--- config.mk ---
export PLATFORM = sky130hd
export DESIGN_NAME = bounded_double_ended_queue
export DESIGN_NICKNAME = d
export VERILOG_FILES = /design/src/rtl/bdq_pkg.sv /design/src/rtl/bdq_cell.sv /design/src/rtl/bdq_ctrl.sv /design/src/rtl/bounded_double_ended_queue.sv
export SDC_FILE = /design/constraint.sdc
export NUM_CORES = 1
export LEC_CHECK = 0
export ABC_CLOCK_PERIOD_IN_PS = 4200
export BUFFER_PORTS_ARGS = -buffer_cell sky130_fd_sc_hd__buf_2
export CAP_MARGIN = 20
export CELL_PAD_IN_SITES_DETAIL_PLACEMENT = 1
export CELL_PAD_IN_SITES_GLOBAL_PLACEMENT = 1
export CORE_ASPECT_RATIO = 0.7
export CORE_MARGIN = 8
export CORE_UTILIZATION = 40
export CTS_CLUSTER_DIAMETER = 60
export CTS_CLUSTER_SIZE = 28
export DETAILED_ROUTE_END_ITERATION = 7
export MAX_ROUTING_LAYER = met4
export PLACE_DENSITY = 0.65
export SYNTH_ARGS = -nofsm -noshare
export SYNTH_HDL_FRONTEND = slang
export SYNTH_SLANG_ARGS = --single-unit
--- constraint.sdc ---
create_clock -name clk_i -period 4.2 [get_ports clk_i]
set_input_delay 1.26 -clock clk_i [delete_from_list [all_inputs] [get_ports clk_i]]
set_output_delay 1.26 -clock clk_i [all_outputs]
set_load 0.01 [all_outputs]
--- src/rtl/bdq_pkg.sv ---
// Shared types and constants for the bounded double-ended queue.
// No dependencies; every other file in rtl refers to this package by scoped name.
`default_nettype none

package bdq_pkg;

  localparam int unsigned DefaultDepth = 16;
  localparam int unsigned TimeW = 32;
  localparam int unsigned SizeW = 32;

  typedef enum logic [1:0] {
    KIND_PUSH_FRONT = 2'd0,
    KIND_PUSH_BACK  = 2'd1,
    KIND_POP_FRONT  = 2'd2,
    KIND_POP_BACK   = 2'd3
  } kind_e;

  typedef struct packed {
    logic [TimeW-1:0] arrival;
    logic [SizeW-1:0] size;
  } entry_t;

  typedef struct packed {
    logic shift_r;
    logic shift_l;
    logic wr_back;
  } cmd_t;

endpackage

`default_nettype wire

--- src/rtl/bdq_cell.sv ---
// One storage cell of the queue row, holding a single entry.
// Depends on bdq_pkg for the entry and command types.
`default_nettype none

module bdq_cell #(
  parameter int unsigned CountW = 5,
  parameter int unsigned Idx    = 0
) (
  input  wire                 clk_i,
  input  bdq_pkg::cmd_t       cmd_i,
  input  wire  [CountW-1:0]   count_i,
  input  bdq_pkg::entry_t     new_i,
  input  bdq_pkg::entry_t     left_i,
  input  bdq_pkg::entry_t     right_i,
  output bdq_pkg::entry_t     data_o
);

  localparam logic [CountW-1:0] CellIdx = CountW'(Idx);

  bdq_pkg::entry_t data_d, data_q;

  always_comb begin
    data_d = data_q;
    priority if (cmd_i.shift_r) begin
      data_d = left_i;
    end else if (cmd_i.shift_l) begin
      data_d = right_i;
    end else if (cmd_i.wr_back && (count_i == CellIdx)) begin
      data_d = new_i;
    end
  end

  always_ff @(posedge clk_i) begin
    data_q <= data_d;
  end

  assign data_o = data_q;

endmodule

`default_nettype wire

--- src/rtl/bdq_ctrl.sv ---
// Fill count and operation decode that steer the row of cells.
// Depends on bdq_pkg for the operation codes and the cell command struct.
`default_nettype none

module bdq_ctrl #(
  parameter int unsigned Depth  = bdq_pkg::DefaultDepth,
  parameter int unsigned CountW = $clog2(Depth + 1)
) (
  input  wire                clk_i,
  input  wire                rst_ni,
  input  wire                fire_i,
  input  wire  [1:0]         kind_i,
  output bdq_pkg::cmd_t      cmd_o,
  output logic [CountW-1:0]  count_o,
  output logic [CountW-1:0]  count_next_o,
  output logic               error_o
);

  localparam logic [CountW-1:0] Full = CountW'(Depth);
  localparam logic [CountW-1:0] One  = CountW'(1);

  logic [CountW-1:0] count_d, count_q;
  logic              full, empty;

  assign full  = (count_q == Full);
  assign empty = (count_q == '0);

  always_comb begin
    cmd_o   = '0;
    error_o = 1'b0;
    count_d = count_q;
    unique case (bdq_pkg::kind_e'(kind_i))
      bdq_pkg::KIND_PUSH_FRONT: begin
        error_o       = full;
        cmd_o.shift_r = fire_i && !full;
        if (fire_i && !full) count_d = count_q + One;
      end
      bdq_pkg::KIND_PUSH_BACK: begin
        error_o       = full;
        cmd_o.wr_back = fire_i && !full;
        if (fire_i && !full) count_d = count_q + One;
      end
      bdq_pkg::KIND_POP_FRONT: begin
        error_o       = empty;
        cmd_o.shift_l = fire_i && !empty;
        if (fire_i && !empty) count_d = count_q - One;
      end
      bdq_pkg::KIND_POP_BACK: begin
        error_o = empty;
        if (fire_i && !empty) count_d = count_q - One;
      end
      default: begin
        error_o = 1'b0;
      end
    endcase
  end

  always_ff @(posedge clk_i or negedge rst_ni) begin
    if (!rst_ni) begin
      count_q <= '0;
    end else begin
      count_q <= count_d;
    end
  end

  assign count_o      = count_q;
  assign count_next_o = count_d;

endmodule

`default_nettype wire

--- src/rtl/bounded_double_ended_queue.sv ---
// Top level of the bounded double-ended queue: control, the row of cells, result register.
// Depends on bdq_pkg, bdq_ctrl and bdq_cell.
`default_nettype none

// The queue holds up to Depth entries in a row of cells, the front entry always in the
// first cell. A push at the front shifts the whole row one cell back, a pop at the front
// shifts it one cell forward, and a push at the back writes the cell that the fill count
// names, so one word is taken per clock while the output register is free or being read.
// Each accepted word yields one result word in the output register; a new word is taken
// while no result waits or in the same cycle as the waiting result is taken. A push to a
// full queue or a pop from an empty one raises the error flag and leaves the contents unchanged.
module bounded_double_ended_queue #(
  parameter int unsigned Depth = bdq_pkg::DefaultDepth
) (
  input  wire                        clk_i,
  input  wire                        rst_ni,
  input  wire                        in_valid_i,
  output logic                       in_ready_o,
  input  wire  [1:0]                 kind_i,
  input  wire  [bdq_pkg::TimeW-1:0]  arrival_time_i,
  input  wire  [bdq_pkg::SizeW-1:0]  file_size_i,
  output logic                       out_valid_o,
  input  wire                        out_ready_i,
  output logic [bdq_pkg::TimeW-1:0]  front_arrival_o,
  output logic                       is_empty_o,
  output logic                       op_error_o
);

  localparam int unsigned CountW = $clog2(Depth + 1);

  logic                      fire;
  bdq_pkg::cmd_t             cmd;
  logic [CountW-1:0]         count;
  logic [CountW-1:0]         count_next;
  logic                      error;
  bdq_pkg::entry_t           new_entry;
  bdq_pkg::entry_t           cell_q [Depth];
  logic [bdq_pkg::TimeW-1:0] front_d;

  logic                      out_valid_d, out_valid_q;
  logic [bdq_pkg::TimeW-1:0] front_q;
  logic                      empty_q, error_q;

  assign in_ready_o = !out_valid_q || out_ready_i;
  assign fire       = in_valid_i && in_ready_o;

  assign new_entry.arrival = arrival_time_i;
  assign new_entry.size    = file_size_i;

  bdq_ctrl #(
    .Depth  (Depth),
    .CountW (CountW)
  ) u_ctrl (
    .clk_i        (clk_i),
    .rst_ni       (rst_ni),
    .fire_i       (fire),
    .kind_i       (kind_i),
    .cmd_o        (cmd),
    .count_o      (count),
    .count_next_o (count_next),
    .error_o      (error)
  );

  for (genvar i = 0; i < Depth; i++) begin : g_cell
    bdq_pkg::entry_t left, right;
    if (i == 0) begin : g_first
      assign left = new_entry;
    end else begin : g_mid
      assign left = cell_q[i-1];
    end
    if (i == Depth - 1) begin : g_last
      assign right = cell_q[i];
    end else begin : g_inner
      assign right = cell_q[i+1];
    end
    bdq_cell #(
      .CountW (CountW),
      .Idx    (i)
    ) u_cell (
      .clk_i   (clk_i),
      .cmd_i   (cmd),
      .count_i (count),
      .new_i   (new_entry),
      .left_i  (left),
      .right_i (right),
      .data_o  (cell_q[i])
    );
  end

  always_comb begin
    priority if (cmd.shift_r) begin
      front_d = arrival_time_i;
    end else if (cmd.shift_l) begin
      front_d = cell_q[1].arrival;
    end else if (cmd.wr_back && (count == '0)) begin
      front_d = arrival_time_i;
    end else begin
      front_d = cell_q[0].arrival;
    end
  end

  always_comb begin
    out_valid_d = out_valid_q;
    if (fire) begin
      out_valid_d = 1'b1;
    end else if (out_ready_i) begin
      out_valid_d = 1'b0;
    end
  end

  always_ff @(posedge clk_i or negedge rst_ni) begin
    if (!rst_ni) begin
      out_valid_q <= 1'b0;
    end else begin
      out_valid_q <= out_valid_d;
    end
  end

  always_ff @(posedge clk_i) begin
    if (fire) begin
      front_q <= (count_next == '0) ? '0 : front_d;
      empty_q <= (count_next == '0);
      error_q <= error;
    end
  end

  assign out_valid_o     = out_valid_q;
  assign front_arrival_o = front_q;
  assign is_empty_o      = empty_q;
  assign op_error_o      = error_q;

endmodule

`default_nettype wire

==> impl_metrics.py <==
metrics = {
    "clocking": {
        "cts_sinks": 552,
        "root_buffer": "clkbuf_16",
        "postCtsSetupRepairBufs": 0,
        "postCtsResizedCells": 0,
        "clk_pin_slew_ps": 90,
        "clock_path_buffers": 3,
        "htree_num_levels": 2,
        "clkLatencyLatePin_ps": 590,
        "cts_tree": "done",
        "hold_buffers": 0,
        "cts_buffers": 40,
    },
    "placed_design": {
        "io_buffers": 73,
        "hpwl_um": 45770,
        "dp_cells": 3189,
        "globalplace.congestion": 0.7896,
        "preCtsSetupSlack_ps": 292.8,
    },
    "synth": {
        "ys_ff_latch": 552,
        "synth-simple-area-share": 0.1015,
        "muxShareOfSynthArea": 0.0004386,
        "syn_area_um2": 25670,
        "syn_area_per_cell_um2": 10.48,
        "synth_edf_count": 546,
        "synth_top_family_by_area": "compound AO/OA/AOI/OAI gates",
        "synth_top_cell_area_share": 0.6386,
        "yosysUniqueCellTypes": 53,
        "synth_compound_area_frac": 0.2041,
        "synth.most_common_cell": "nand2_1",
        "synth_fa_ha_area_frac": 0.002924,
        "syn_inst": 2450,
        "synth_warnings": 0,
        "yosysTopAreaCell": "edfxtp_1",
        "synth_commonest_cells": "nand2_1, edfxtp_1, a21oi_1",
        "synth_nets": 2526,
        "synth_xor_area_frac": 0.001316,
        "synth_flop_cell": "edfxtp_1",
        "synthArstFlopShare": 0.01087,
        "seq_area_frac_synth": 0.6444,
        "synth_area_leaders": "edfxtp_1, a21oi_1, nand2_1, o21ai_0, clkbuf_1",
    },
    "min_path": {
        "hold_path_class": "in -> async",
    },
    "pwr": {
        "p_comb_frac": 0.153,
        "leakagePower_nw": 9.213,
        "p_seq_frac": 0.525,
        "cell_internal_pwr_w": 0.009450,
        "power.density_nw_per_um2": 464.8,
        "switching_share": 0.2871,
        "ir_worst_vdd_mv": 0.2339,
        "p_clk_frac": 0.322,
        "finalPower_w": 0.01326,
        "switching_power_w": 0.003806,
    },
    "setup_path": {
        "startpoint_type": "input port",
        "endpoint_kind": "flop",
        "cp.arrival_ps": 3640,
        "path_max_fanout": 22,
        "worstSetupPathType": "in -> reg",
        "worst_ep_required_time_ps": 4520,
    },
    "floorplan": {
        "rows": 77,
        "dieArea_um2": 72680,
        "dieWidth_um": 318.8,
        "coreArea_um2": 63300,
        "ioPinCount": 106,
        "initial_utilization": 0.4056,
        "die_h_um": 228.0,
    },
    "layout": {
        "n_fill_cell": 6849,
        "final_nets": 2478,
        "finalNonFillerCells": 3262,
        "n_antenna_cell": 0,
        "drive_gt1_frac": 0.1060,
        "area_growth_pct": 11.08,
    },
    "timing": {
        "final.min_clock_period_ps": 3313,
        "setup_viol": 0,
        "hold_violations": 0,
        "rsz0062_at_grt": "no",
        "worst-slew-pin-transition_ps": 1083,
        "relSlewSlack": 0.2754,
        "fin_setup_tns_ps": 0,
        "clock_skew_ps": 24.15,
        "setup_slack_ps": 887.0,
        "whs_ps": 496.0,
        "fmax_ghz": 0.3018,
        "drv_slew": 0,
        "finalCritPeriodShare": 0.7888,
    },
    "global_routing": {
        "grt_usage": 0.2059,
        "grt_pass1_wl_um": 114800,
        "grt-ovfl-total": 0,
        "grt_max_degree": 106,
        "grt_pass1_vias": 18239,
        "antenna_found_initial": 2,
    },
    "route": {
        "dr.pass1.iters": 6,
        "totalWireLength_um": 75380,
        "antenna_left": 0,
        "drc": 0,
        "drt_iter0_markers": 2027,
        "vias_per_cell": 5.734,
        "vias": 18704,
        "wl_per_cell_um": 23.11,
    },
    "status": {
        "outcome": "completed",
    },
    "run": {
        "drv_cap": 0,
    },
}
-- critical path, stage by stage --
cell      delay, ps
buf_2            70
nand2b_1        340
nand2_2         290
or3_1           440
and2_1          170
buf_4           280
a222oi_1        660
nor2_1          100
-- kinds of logic (layout without fill, tap and decap cells) --
| kind of cell | count (synthesis) | count (layout) |
|---|---|---|
| AO/OA/AOI/OAI | 990 | 990 |
| flip-flops | 552 | 552 |
| AND/OR/NAND/NOR | 644 | 644 |
| buffers and inverters | 254 | 237 |
| XOR/XNOR | 3 | 3 |
| multiplexers | 1 | 1 |
| adder cells (fa/ha/maj) | 6 | 6 |
-- power by group through the flow --
stage / clock, W / combinational (W) / sequential [W]
5_1_grt: 0.00455 / 0.00223 / 0.00701
2_1_floorplan: 0 / 0.00122 / 0.00703
4_1_cts: 0.00438 / 0.00203 / 0.00696
3_3_place_gp: 0 / 0.00194 / 0.00706
6_report: 0.00427 / 0.00203 / 0.00696
3_5_place_dp: 0 / 0.00202 / 0.00708
-- layer usage --
layer	part of all wire	track usage	up-vias
li1	-	-	8768
met1	0.49	0.3109	9327
met2	0.43	0.2938	527
met3	0.066	0.03166	82
met4	0.015	0.03817	0
met5	0	-	-
-- final timing paths --
path / start / end / slack, ps / cells after the start
min reg2reg: g_cell[0].u_cell.data_o[57]$_DFFE_PP_ / g_cell[1].u_cell.data_o[57]$_DFFE_PP_ / 550 / 2
max: out_ready_i / front_arrival_o[2]$_SDFFCE_PN0P_ / 890 / 8
min in group clk_i: g_cell[0].u_cell.data_o[57]$_DFFE_PP_ / g_cell[1].u_cell.data_o[57]$_DFFE_PP_ / 550 / 2
min: rst_ni / u_ctrl.count_o[1]$_DFF_PN0_ / 500 / 1
max in group asynchronous: rst_ni / u_ctrl.count_o[0]$_DFF_PN0_ / 3520 / 1
max reg2reg: u_ctrl.count_o[1]$_DFF_PN0_ / g_cell[5].u_cell.data_o[50]$_DFFE_PP_ / 950 / 8
-- registers in the layout, indices dropped and copies added (netlist names) --
signal and cells:
front_arrival_o 32, u_ctrl.count_o 5, out_valid_o 1, op_error_o 1
g_cell.u_cell.data_o 512, is_empty_o 1
-- through the flow --
step	utilization	instance area, um2
2_1_floorplan	-	25680
3_3_place_gp	0.4285	27120
3_5_place_dp	0.4285	27120
4_1_cts	0.4506	28520
5_1_grt	0.4506	28520
6_report	0.4506	28520
-- cell type report --
type | instances | area, um2 | share of cell area
flip-flops and latches | 552 | 16550 | 0.5802
clock inverters | 31 | 369.1 | 0.01294
repair buffers | 155 | 1356 | 0.04756
clock buffers | 42 | 1030 | 0.03611
well taps | 829 | 1037 | 0.03637
inverters | 9 | 33.78 | 0.001185
multi-input cells | 1644 | 8147 | 0.2857
-- placed cells by master (no fill, tap or decap), drive strengths merged, types with 3 or more instances in the layout --
| cell | count |
|---|---|
| nand2 | 552 |
| edfxtp | 546 |
| o21ai | 465 |
| a21oi | 449 |
| buf | 155 |
| clkbuf | 42 |
| nor2 | 37 |
| a21o | 33 |
| and2 | 32 |
| a222oi | 31 |
| inv | 20 |
| clkinv | 10 |
| ha | 6 |
| clkinvlp | 6 |
| dfrtp | 6 |
| bufinv | 4 |
| nand4 | 3 |
| nor3 | 3 |
| or3 | 3 |
| and3 | 3 |
(Power assumes the default switching activity.)
